### config.mk
export PLATFORM = sky130hd
export DESIGN_NAME = byte_stuffing_framer_xor_unit
export DESIGN_NICKNAME = d
export VERILOG_FILES = /design/src/rtl/core/bsf_pkg.sv /design/src/rtl/core/bsf_front.sv /design/src/rtl/core/bsf_queue.sv /design/src/rtl/core/bsf_back.sv /design/src/rtl/core/byte_stuffing_framer_xor_unit.sv
export VERILOG_INCLUDE_DIRS = /design/src /design/src/rtl/core
export SDC_FILE = /design/constraint.sdc
export NUM_CORES = 1
export LEC_CHECK = 0
export BUFFER_PORTS_ARGS = -buffer_cell sky130_fd_sc_hd__buf_2
export CORE_MARGIN = 2
export CORE_UTILIZATION = 54
export DETAILED_ROUTE_END_ITERATION = 16
export MAX_ROUTING_LAYER = met4
export PLACE_DENSITY = 0.83
export SYNTH_ARGS = -nofsm -noshare
export SYNTH_HDL_FRONTEND = slang
export SYNTH_SLANG_ARGS = --single-unit
### constraint.sdc
create_clock -name clk -period 8.6 [get_ports clk]
set_clock_uncertainty 0.15 [all_clocks]
set_input_delay 1.29 -clock clk [delete_from_list [all_inputs] [get_ports clk]]
set_output_delay 1.29 -clock clk [all_outputs]
set_load 0.02 [all_outputs]
### src/rtl/core/byte_stuffing_framer_xor_unit_defines.svh
// assertion helpers for the framer, clocked on clk and muted during reset
`ifndef BYTE_STUFFING_FRAMER_XOR_UNIT_DEFINES_SVH
`define BYTE_STUFFING_FRAMER_XOR_UNIT_DEFINES_SVH

// same-cycle implication
`define BSF_ASSERT_IMP(lbl, ante, cons) \
  lbl: assert property (@(posedge clk) disable iff (!rst_n) (ante) |-> (cons)) \
    else $error("framer assertion failed");

// next-cycle implication
`define BSF_ASSERT_NXT(lbl, ante, cons) \
  lbl: assert property (@(posedge clk) disable iff (!rst_n) (ante) |=> (cons)) \
    else $error("framer assertion failed");

`endif

### src/rtl/core/bsf_pkg.sv
package bsf_pkg;

  localparam logic [7:0] FLAG_BYTE = 8'h7E;
  localparam logic [7:0] ESC_BYTE  = 8'h7D;
  localparam logic [7:0] ESC_XOR   = 8'h20;
  localparam logic [7:0] TERM_BYTE = 8'h0A;

  // queue between front and back
  localparam int QDEPTH = 4;
  localparam int QAW    = $clog2(QDEPTH);

  // line byte steps of one item, sent lowest first
  localparam int STEP_FLAG = 0;
  localparam int STEP_ESC  = 1;
  localparam int STEP_DATA = 2;
  localparam int STEP_CSUM = 3;
  localparam int STEP_TERM = 4;
  localparam int NSTEPS    = 5;

  typedef logic [NSTEPS-1:0] step_mask_t;

  typedef struct packed {
    logic [7:0] data_byte;
    logic       first_byte;
    logic       last_byte;
  } in_item_t;

  typedef struct packed {
    logic [7:0] line_byte;
    logic       run_last;
    logic       frame_end;
  } out_item_t;

  // classified item handed from front to back
  typedef struct packed {
    logic [7:0] raw;
    logic [7:0] csum;
    logic       first;
    logic       esc;
    logic       last;
  } desc_t;

  // queue status seen by both sides
  typedef struct packed {
    logic full;
    logic empty;
  } q_stat_t;

endpackage

### src/rtl/core/bsf_front.sv
module bsf_front
  import bsf_pkg::*;
(
  input  logic     clk,
  input  logic     rst_n,
  input  logic     in_valid,
  output logic     in_stall,
  input  in_item_t in_item,
  input  q_stat_t  q_stat,
  output logic     q_push,
  output desc_t    q_wdata
);

  logic [7:0] xor_r;
  logic [7:0] xor_nxt;
  logic [7:0] csum;

  assign in_stall = q_stat.full;
  assign q_push   = in_valid && !q_stat.full;

  // a first byte restarts the checksum before folding in
  assign csum = (in_item.first_byte ? 8'h00 : xor_r) ^ in_item.data_byte;

  always_comb begin
    q_wdata.raw   = in_item.data_byte;
    q_wdata.csum  = csum;
    q_wdata.first = in_item.first_byte;
    q_wdata.esc   = (in_item.data_byte == ESC_BYTE) || (in_item.data_byte == FLAG_BYTE);
    q_wdata.last  = in_item.last_byte;
  end

  always_comb begin
    xor_nxt = xor_r;
    if (q_push) begin
      xor_nxt = in_item.last_byte ? 8'h00 : csum;
    end
  end

  always_ff @(posedge clk) begin
    if (!rst_n) begin
      xor_r <= 8'h00;
    end else begin
      xor_r <= xor_nxt;
    end
  end

endmodule

### src/rtl/core/bsf_queue.sv
module bsf_queue
  import bsf_pkg::*;
(
  input  logic    clk,
  input  logic    rst_n,
  input  logic    push,
  input  desc_t   wdata,
  input  logic    pop,
  output desc_t   rdata,
  output q_stat_t stat
);

  desc_t          mem_r [QDEPTH];
  logic [QAW-1:0] wr_ptr_r;
  logic [QAW-1:0] rd_ptr_r;
  logic [QAW:0]   count_r;
  logic [QAW-1:0] wr_ptr_nxt;
  logic [QAW-1:0] rd_ptr_nxt;
  logic [QAW:0]   count_nxt;
  logic           do_push;
  logic           do_pop;

  assign stat.full  = (count_r == (QAW+1)'(QDEPTH));
  assign stat.empty = (count_r == '0);
  assign do_push    = push && !stat.full;
  assign do_pop     = pop && !stat.empty;
  assign rdata      = mem_r[rd_ptr_r];

  always_comb begin
    wr_ptr_nxt = do_push ? wr_ptr_r + 1'b1 : wr_ptr_r;
    rd_ptr_nxt = do_pop ? rd_ptr_r + 1'b1 : rd_ptr_r;
    count_nxt  = count_r;
    if (do_push && !do_pop) begin
      count_nxt = count_r + 1'b1;
    end else if (do_pop && !do_push) begin
      count_nxt = count_r - 1'b1;
    end
  end

  always_ff @(posedge clk) begin
    if (do_push) begin
      mem_r[wr_ptr_r] <= wdata;
    end
  end

  always_ff @(posedge clk) begin
    if (!rst_n) begin
      wr_ptr_r <= '0;
      rd_ptr_r <= '0;
      count_r  <= '0;
    end else begin
      wr_ptr_r <= wr_ptr_nxt;
      rd_ptr_r <= rd_ptr_nxt;
      count_r  <= count_nxt;
    end
  end

endmodule

### src/rtl/core/bsf_back.sv
`include "byte_stuffing_framer_xor_unit_defines.svh"

module bsf_back
  import bsf_pkg::*;
(
  input  logic      clk,
  input  logic      rst_n,
  input  desc_t     q_rdata,
  input  q_stat_t   q_stat,
  output logic      q_pop,
  output logic      out_valid,
  input  logic      out_stall,
  output out_item_t out_item
);

  desc_t      cur_r;
  desc_t      cur_nxt;
  step_mask_t mask_r;
  step_mask_t mask_nxt;
  step_mask_t low;
  step_mask_t rem;
  logic       out_valid_r;
  logic       out_valid_nxt;
  out_item_t  out_item_r;
  out_item_t  out_item_nxt;
  logic       adv;
  logic [7:0] sel_byte;

  assign adv = !out_valid_r || !out_stall;
  assign low = mask_r & (~mask_r + 1'b1);
  assign rem = mask_r & ~low;

  always_comb begin
    unique case (low)
      step_mask_t'(1) << STEP_FLAG: sel_byte = FLAG_BYTE;
      step_mask_t'(1) << STEP_ESC:  sel_byte = ESC_BYTE;
      step_mask_t'(1) << STEP_DATA: sel_byte = cur_r.raw ^ (cur_r.esc ? ESC_XOR : 8'h00);
      step_mask_t'(1) << STEP_CSUM: sel_byte = cur_r.csum;
      step_mask_t'(1) << STEP_TERM: sel_byte = TERM_BYTE;
      default:                      sel_byte = 8'h00;
    endcase
  end

  always_comb begin
    q_pop         = 1'b0;
    cur_nxt       = cur_r;
    mask_nxt      = mask_r;
    out_valid_nxt = out_valid_r;
    out_item_nxt  = out_item_r;
    if (adv) begin
      out_valid_nxt = 1'b0;
      if (mask_r != '0) begin
        out_valid_nxt          = 1'b1;
        out_item_nxt.line_byte = sel_byte;
        out_item_nxt.run_last  = (rem == '0);
        out_item_nxt.frame_end = low[STEP_TERM];
        mask_nxt               = rem;
      end
      // reload as the last step goes out, so bytes flow without a gap
      if (((mask_r == '0) || (rem == '0)) && !q_stat.empty) begin
        q_pop                = 1'b1;
        cur_nxt              = q_rdata;
        mask_nxt             = '0;
        mask_nxt[STEP_FLAG]  = q_rdata.first;
        mask_nxt[STEP_ESC]   = q_rdata.esc;
        mask_nxt[STEP_DATA]  = 1'b1;
        mask_nxt[STEP_CSUM]  = q_rdata.last;
        mask_nxt[STEP_TERM]  = q_rdata.last;
      end
    end
  end

  always_ff @(posedge clk) begin
    cur_r      <= cur_nxt;
    out_item_r <= out_item_nxt;
  end

  always_ff @(posedge clk) begin
    if (!rst_n) begin
      mask_r      <= '0;
      out_valid_r <= 1'b0;
    end else begin
      mask_r      <= mask_nxt;
      out_valid_r <= out_valid_nxt;
    end
  end

  assign out_valid = out_valid_r;
  assign out_item  = out_item_r;

  `BSF_ASSERT_IMP(a_term_closes, out_valid_r && out_item_r.frame_end, (out_item_r.line_byte == TERM_BYTE) && out_item_r.run_last)
  `BSF_ASSERT_IMP(a_data_after_prefix, mask_r[STEP_FLAG] || mask_r[STEP_ESC], mask_r[STEP_DATA])
  `BSF_ASSERT_NXT(a_drain_idle, out_valid_r && !out_stall && (mask_r == '0) && q_stat.empty, !out_valid_r)

endmodule

### src/rtl/core/byte_stuffing_framer_xor_unit.sv
// byte stuffing framer with xor checksum
// in channel: one raw payload item per handshake (in_valid, in_stall, in_item)
//   with first/last frame marks; an item is taken when in_valid is high and
//   in_stall is low
// out channel: one line byte per handshake (out_valid, out_stall, out_item);
//   run_last marks the final byte of an item, frame_end the 0x0a terminator
// each item expands to 1 to 5 line bytes: optional flag, optional escape,
//   the data byte, then checksum and terminator after a last byte
// throughput: one line byte per cycle from the back sequencer while the
//   receiver is not stalling and the queue holds items
// an accepted item is written into a queue entry, then its first byte is
//   loaded into the output register when the receiver is not stalling
// a four-entry queue parts the front from the back, so items keep being
//   taken while the back works through long expansions or is stalled
// when the receiver stalls, the output register holds its byte; the queue
//   fills and in_stall rises once it is full
// reset (synchronous, rst_n low) empties the queue, drops any pending byte
//   and clears the running checksum
module byte_stuffing_framer_xor_unit
  import bsf_pkg::*;
(
  input  logic      clk,
  input  logic      rst_n,
  input  logic      in_valid,
  output logic      in_stall,
  input  in_item_t  in_item,
  output logic      out_valid,
  input  logic      out_stall,
  output out_item_t out_item
);

  // front to queue
  logic    q_push;
  desc_t   q_wdata;
  // queue to back
  logic    q_pop;
  desc_t   q_rdata;
  q_stat_t q_stat;

  // classify, escape check and checksum fold
  bsf_front u_front (
    .clk      (clk),
    .rst_n    (rst_n),
    .in_valid (in_valid),
    .in_stall (in_stall),
    .in_item  (in_item),
    .q_stat   (q_stat),
    .q_push   (q_push),
    .q_wdata  (q_wdata)
  );

  // short decoupling queue of classified items
  bsf_queue u_queue (
    .clk   (clk),
    .rst_n (rst_n),
    .push  (q_push),
    .wdata (q_wdata),
    .pop   (q_pop),
    .rdata (q_rdata),
    .stat  (q_stat)
  );

  // byte sequencer with registered output
  bsf_back u_back (
    .clk       (clk),
    .rst_n     (rst_n),
    .q_rdata   (q_rdata),
    .q_stat    (q_stat),
    .q_pop     (q_pop),
    .out_valid (out_valid),
    .out_stall (out_stall),
    .out_item  (out_item)
  );

endmodule

==> results of run 1 <==
-- registers in the layout, summed over array words and instances, names as in the netlist, named ones only --
name,flops
u_back.out_valid,1
u_queue.rd_ptr_r,2
u_back.mask_r,5
u_queue.mem_r,76
u_front.xor_r,8
u_queue.wr_ptr_r,2
u_back.out_item,10
u_queue.count_r,3
u_back.cur_r,17
-- cells by family after synthesis --
kind of cell	Yosys count	synth area share (%)
compound gates	37	5.94
buf+inv	18	1.52
simple gates	68	7.53
mux	22	9.25
fa+ha+maj	6	1.67
xor+xnor	13	2.30
flops	126	71.8
-- worst paths after layout --
kind | from | end | slack (ns) | cells after the start
max reg2reg | u_back.mask_r[2] | u_queue.count_r[2] | 5.40 | 9
min | u_front.xor_r[1] | u_front.xor_r[1] | 0.31 | 2
max | out_stall | u_queue.count_r[2] | 5.24 | 11
min reg2reg | u_front.xor_r[1] | u_front.xor_r[1] | 0.31 | 2
-- per-layer routing --
| layer | global-route usage, % | wire length [um] | up-vias |
|---|---|---|---|
| li1 | - | - | 1187 |
| met1 | 25.5 | 3720 | 1312 |
| met2 | 29.6 | 4230 | 97 |
| met3 | 6.96 | 591 | 8 |
| met4 | 6.43 | 87 | 0 |
| met5 | - | 0 | - |
-- synth_stat cells, types with 2 or more instances --
| cell | count |
|---|---|
| a211oi_1 | 2 |
| inv_2 | 2 |
| nand3b_1 | 9 |
| and2_1 | 7 |
| nor2b_1 | 4 |
| nand2b_1 | 10 |
| xnor2_1 | 11 |
| a2111oi_0 | 2 |
| ha_1 | 5 |
| edfxtp_1 | 103 |
| mux2i_1 | 3 |
| nor2_1 | 7 |
| o21ai_1 | 2 |
| a21boi_0 | 11 |
| nand2_1 | 21 |
| xor2_1 | 2 |
| mux4_2 | 19 |
| dfxtp_1 | 23 |
| inv_1 | 4 |
| or2_2 | 2 |
| clkbuf_1 | 6 |
| o21ai_0 | 2 |
| a221o_1 | 4 |
| buf_2 | 6 |
-- power by group --
part	switching [W]	internal (W)	leakage, nW
Sequential	0.0000762	0.000849	1.15
Clock	0.000239	0.000444	0.294
Combinational	0.000273	0.000186	0.522
-- placed cells by master (no fill, tap or decap), types with 2 or more instances in the layout --
master,synthesis,layout
or2_2,2,2
clkbuf_16,0,19
clkinv_2,0,2
o21ai_0,2,2
a211oi_1,2,2
inv_1,4,4
edfxtp_1,103,103
clkbuf_1,6,4
buf_2,6,25
clkbuf_8,0,6
dfxtp_1,23,23
nor2_1,7,7
and2_1,7,7
mux2i_1,3,3
nand3b_1,9,9
xnor2_1,11,11
a21boi_0,11,11
nand2b_1,10,10
nor2b_1,4,4
a2111oi_0,2,2
inv_2,2,2
ha_1,5,5
nand2_1,21,21
o21ai_1,2,2
xor2_1,2,2
mux4_2,19,19
a221o_1,4,4
-- layout make-up --
class	instances	area [um2]	area share, %
clock inverters	3	16.3	0.283
flip-flops and latches	126	3550	61.8
inverters	6	22.5	0.391
multi-input cells	146	1320	23.0
well taps	108	135	2.35
repair buffers	26	133	2.30
clock buffers	29	573	9.96
-- worst max-delay path: cells and delay by family --
kind            cells  cell delay, ns
buf+inv             3            0.34
xor+xnor            1            0.07
fa+ha+maj           2            0.43
compound gates      2            0.69
simple gates        3            0.84
-- stage by stage --
step | cell area [um2] | std cells | power (W)
4_1_cts | 5750 | 444 | 0.00208
3_5_place_dp | 5160 | 412 | 0.00139
6_report | 5750 | 444 | 0.00207
5_1_grt | 5750 | 444 | 0.00217
3_3_place_gp | 5160 | 412 | 0.00137
2_1_floorplan | 4950 | 290 | 0.00127
==> results.md, run 1 <==
- Clock buffer depth: 2
- Nets: 343
- Syn Nets: 310
- Die H: 99.7 um
- H-tree depth: 4
- Die width: 99.7 um
- Post-CTS setup buffer count: 0
- Static leakage: 1.96 nW
- Crit Path Category: input pin to flop
- Final Util: 65.3%
- Share of layout cells above drive strength 1: 23.5%
- Warnings, synthesis: 0
- Final Max Slew Viols: 0
- Clk sinks: 126
- Fin Hold WS: 0.313 ns
- Arrival time at the worst endpoint: 3.65 ns
- Setup crit end kind: flop
- Crit path max fanout: 20
- Sequential element share of the synthesized area: 71.8%
- Fin Setup TNS: 0 ns
- PortBufs: 25
- Area contributors post-synth: edfxtp_1 (62%), dfxtp_1 (9.3%), mux4_2 (8.6%)
- Endpoints failing setup: 0
- CTS Buf Count: 17
- DR DRC count: 0
- Number of synthesized flops with an enable pin: 103
- Total GRT Usage: 19.7%
- Syn Area/Cell: 17.1 um2
- Global placement routability congestion: 0.807
- Final cycle utilization of the critical path: 39.1%
- Initial DRC Count: 255
- CTS tree: built
- Netlist cell types: 47
- Power per Cell Area: 359 mW/mm2
- F_max: 298 MHz
- DRT antenna net count: 0
- Fin crit period: 3.36 ns
- Fillers: 549
- Biggest area consumer among synthesized cells: edfxtp_1
- Largest net degree at the start of global routing: 29
- RSZ-0062 raised after global routing: no
- Slew HR: 30.7%
- Antenna Cells: 0
- Crit-path cells: buf_2 > and2_1 > or2_2 > a21oi_4 > inv_2 > ha_1 > inv_1 > fa_1 > xor2_1 > or3_1 > a21boi_0
- Vias in the first global route: 2622
- Gr ovfl total: 0
- Maxcap violations: 0
- DIE AREA: 0.00995 mm2
- Clock Pin Slew Worst Setup and Hold Paths: 0.06 ns
- Startpoint types: input pin
- Synth Flop Type: edfxtp_1
- VDD IR-drop max: 183 uV
- Area Growth Syn to Fin: 16.3%
- Post-DP HPWL: 5100 um
- Yosys reg bits: 126
- CTS resizes: 0
- Mapped Area: 0.00495 mm2
- Final Hold Viols: 0
- Cts hold-fix bufs: 0
- Crit-path slowest cell: a21oi_4
- Site Rows: 34
- Setup Slack @ Placement: 4.70 ns
- Synthesized instance count: 290
- Starting Density: 56.2%
- DRT Pass-1 Iters: 4
- Initial antenna violation count: 0
- IO Count: 26
- Synth async-reset ratio: 0%
- Status: finished, final reports clean
- Clk root buf: clkbuf_8
- Max stage delay on crit path: 0.53 ns
- Final setup margin: 5.24 ns
- Yosys top cell area share: 62.5%
- Wire per inst: 19.4 um
- WP data required: 8.89 ns
- Least-Margin Pin Slew: 1.04 ns
- Hold Path Class: flop to flop
- Clock Latency Late Sink: 0.51 ns
- Total vias in the final route: 2604
- WL final: 8630 um
- Vias per Instance: 5.86
- First-pass GRT wire length: 13800 um
- Core area: 0.00881 mm2
(Power assumes the default switching activity.)
==> inputs of run 2 (changes only) <==
==> constraint.sdc (replaced) <==
create_clock -name clk -period 3.35 [get_ports clk]
set_clock_uncertainty 0.15 [all_clocks]
set_input_delay 0.5025 -clock clk [delete_from_list [all_inputs] [get_ports clk]]
set_output_delay 0.5025 -clock clk [all_outputs]
set_load 0.02 [all_outputs]
==> run 2 against run 1 <==
Against the previous run: routed wire length increased by 5.1%; cell count is 1.4% higher; combinational power grew to 2.7 times the previous value; core utilization did not move; non-clock buffer count increased by 6; global-route usage increased by 0.99 points; critical path type is now flop to flop.
==> results.md, run 2 (synthesis gave the netlist of run 1 again) <==
- Post-route cell area: 0.00575 mm2 (unchanged)
- Gr ovfl total: 0 (unchanged)
- Crit path max fanout: 17 (-15%)
- Hold Path Class: input pin to flop
- Maxcap violations: 0 (unchanged)
- Post-DP HPWL: 5510 um (+8.2%)
- WP data required: 3.63 ns (-5.26 ns)
- Sw frac: 29.3% (+0.83 points)
- Worst setup path start: u_back.mask_r[2]
- Area Growth Syn to Fin: 16.3% (unchanged)
- Internal power: 0.00372 W (+150%)
- Biggest register: u_queue.mem_r
- Site Rows: 34 (unchanged)
- Share of layout cells above drive strength 1: 24.3% (+0.76 points)
- Initial antenna violation count: 0 (unchanged)
- IO Count: 26 (unchanged)
- F_max: 344 MHz
- Die width: 99.7 um (unchanged)
- Endpoints failing setup: 0 (unchanged)
- Core area: 0.00881 mm2 (unchanged)
- Crit path capture: u_queue.count_r[2]
- CTS Buf Count: 17 (unchanged)
- Flop2flop setup slack: 0.44 ns (-4.96 ns)
- Final Hold Viols: 0 (unchanged)
- Total vias in the final route: 2617 (+0.50%)
- VDD IR-drop max: 433 uV (+140%)
- Cells on worst reg2reg path: 10 (+1)
- CTS resizes: 0 (unchanged)
- Net Sw Power: 0.00154 W (+160%)
- Largest net degree at the start of global routing: 29 (unchanged)
- Clock network power share: 31.8% (-1.3 points)
- Fin Hold WS: 0.115 ns (-0.198 ns)
- Cts hold-fix bufs: 0 (unchanged)
- Vias in the first global route: 2650 (+1.1%)
- DIE AREA: 0.00995 mm2 (unchanged)
- PortBufs: 25 (unchanged)
- Starting Density: 56.2% (unchanged)
- H-tree depth: 4 (unchanged)
- Setup crit end kind: flop
- Power per Cell Area: 914 mW/mm2 (+150%)
- Fin Setup TNS: 0 ns (unchanged)
- Most frequent cells in the layout: edfxtp_1 (103), buf_2 (25), dfxtp_1 (23), nand2_1 (21), mux4_2 (19)
- Vias per Instance: 5.82 (-0.84%)
- Crit Path Category: flop to flop
- Clock Pin Slew Worst Setup and Hold Paths: 0.06 ns (about the same)
- Status: finished, final reports clean
- Nets: 349 (+1.7%)
- Antenna Cells: 0 (unchanged)
- Fin crit period: 2.91 ns
- Final Max Slew Viols: 0 (unchanged)
- Die H: 99.7 um (unchanged)
- Clk sinks: 126 (unchanged)
- Global placement routability congestion: 0.752 (-6.9%)
- Static leakage: 1.95 nW (-0.65%)
- RSZ-0062 raised after global routing: no
- Final cycle utilization of the critical path: 86.8%
- DRT antenna net count: 0 (unchanged)
- Post-CTS setup buffer count: 0 (unchanged)
- WL final: 9070 um (+5.1%)
- Fillers: 580 (+5.6%)
- First-pass GRT wire length: 14300 um (+3.6%)
- Arrival time at the worst endpoint: 3.18 ns (-0.47 ns)
- Reg2reg end: u_queue.count_r[2]
- Comb pwr share: 23.1% (+0.9 points)
- Max reg flops: 76 (unchanged)
- Startpoint types: flop
- Seq pwr share: 45.1% (+0.4 points)
- Clock buffer depth: 2 (unchanged)
- Clk root buf: clkbuf_8
- Total GRT Usage: 20.7% (+0.99 points)
- Area occupied by multi-input gates: 0.00132 mm2 (unchanged)
- Wire per inst: 20.2 um (+3.7%)
- Clock Latency Late Sink: 0.51 ns (about the same)
- Register area: 0.00355 mm2 (unchanged)
- DR DRC count: 0 (unchanged)
- Final setup margin: 0.444 ns (-4.80 ns)
- DRT Pass-1 Iters: 4 (unchanged)
- Slew HR: 35.1% (+4.4 points)
- Commonest non-fill, non-tap cell in the layout: edfxtp_1
- Least-Margin Pin Slew: 0.971 ns (-0.0677 ns)
- CTS tree: built
- Power, Total: 0.00526 W (+150%)
- Placed cell area: 0.00521 mm2 (+0.87%)
- Critical R2R Launch: u_back.mask_r[2]
- Setup Slack @ Placement: 0.473 ns (-4.22 ns)
- Initial DRC Count: 292 (+15%)
==> run 2: metal layers <==
metal | up-vias | global-route usage [%] | wire [um]
met5 | - | - | 0
met3 | 9 | 7.10 | 475
li1 | 1200 | - | -
met1 | 1325 | 26.0 | 3890
met2 | 83 | 32.8 | 4600
met4 | 0 | 5.06 | 101
==> run 2: critical path, stage by stage, from the launching register on <==
cell       delay (ns)
dfxtp_1          0.61
a2111oi_0        0.19
nor2_1           0.34
a21oi_4          0.10
inv_2            0.12
ha_1             0.19
inv_1            0.06
fa_1             0.37
xor2_1           0.18
or3_1            0.31
a21boi_0         0.19
==> run 2: area by class of cell <==
class / instances / share of cell area [%]
clock buffers: 18 / 7.26
well taps: 108 / 2.35
inverters: 6 / 0.391
multi-input cells: 146 / 23.0
clock inverters: 14 / 2.20
repair buffers: 32 / 3.09
flip-flops and latches: 126 / 61.8
==> run 2: power by group through the flow <==
stage	registers, W	clock network [W]	logic, W
after floorplan	0.00239	0	0.000866
after global placement	0.00237	0	0.00118
after detailed placement	0.00240	0	0.00121
after CTS	0.00237	0.00169	0.00122
after global routing	0.00241	0.00177	0.00133
final	0.00237	0.00167	0.00122
==> run 2: worst min-delay path by stage <==
| stage | startpoint | to | slack [ns] | cells past startpoint |
|---|---|---|---|---|
| floorplan | u_front.xor_r[0] | u_front.xor_r[0] | 0.29 | 2 |
| global placement | u_front.xor_r[2] | u_front.xor_r[2] | 0.30 | 2 |
| detailed placement | u_front.xor_r[3] | u_front.xor_r[3] | 0.31 | 2 |
| CTS | in_item[6] | u_queue.mem_r[2][15] | 0.09 | 1 |
| global route | in_item[6] | u_queue.mem_r[2][15] | 0.08 | 1 |
| finish | in_item[6] | u_queue.mem_r[2][15] | 0.11 | 1 |
==> run 2: stage by stage <==
step | std cells | utilization, %
after floorplan | 290 | -
after global placement | 418 | 59.2
after detailed placement | 418 | 59.2
after CTS | 450 | 65.3
after global routing | 450 | 65.3
final | 450 | 65.3
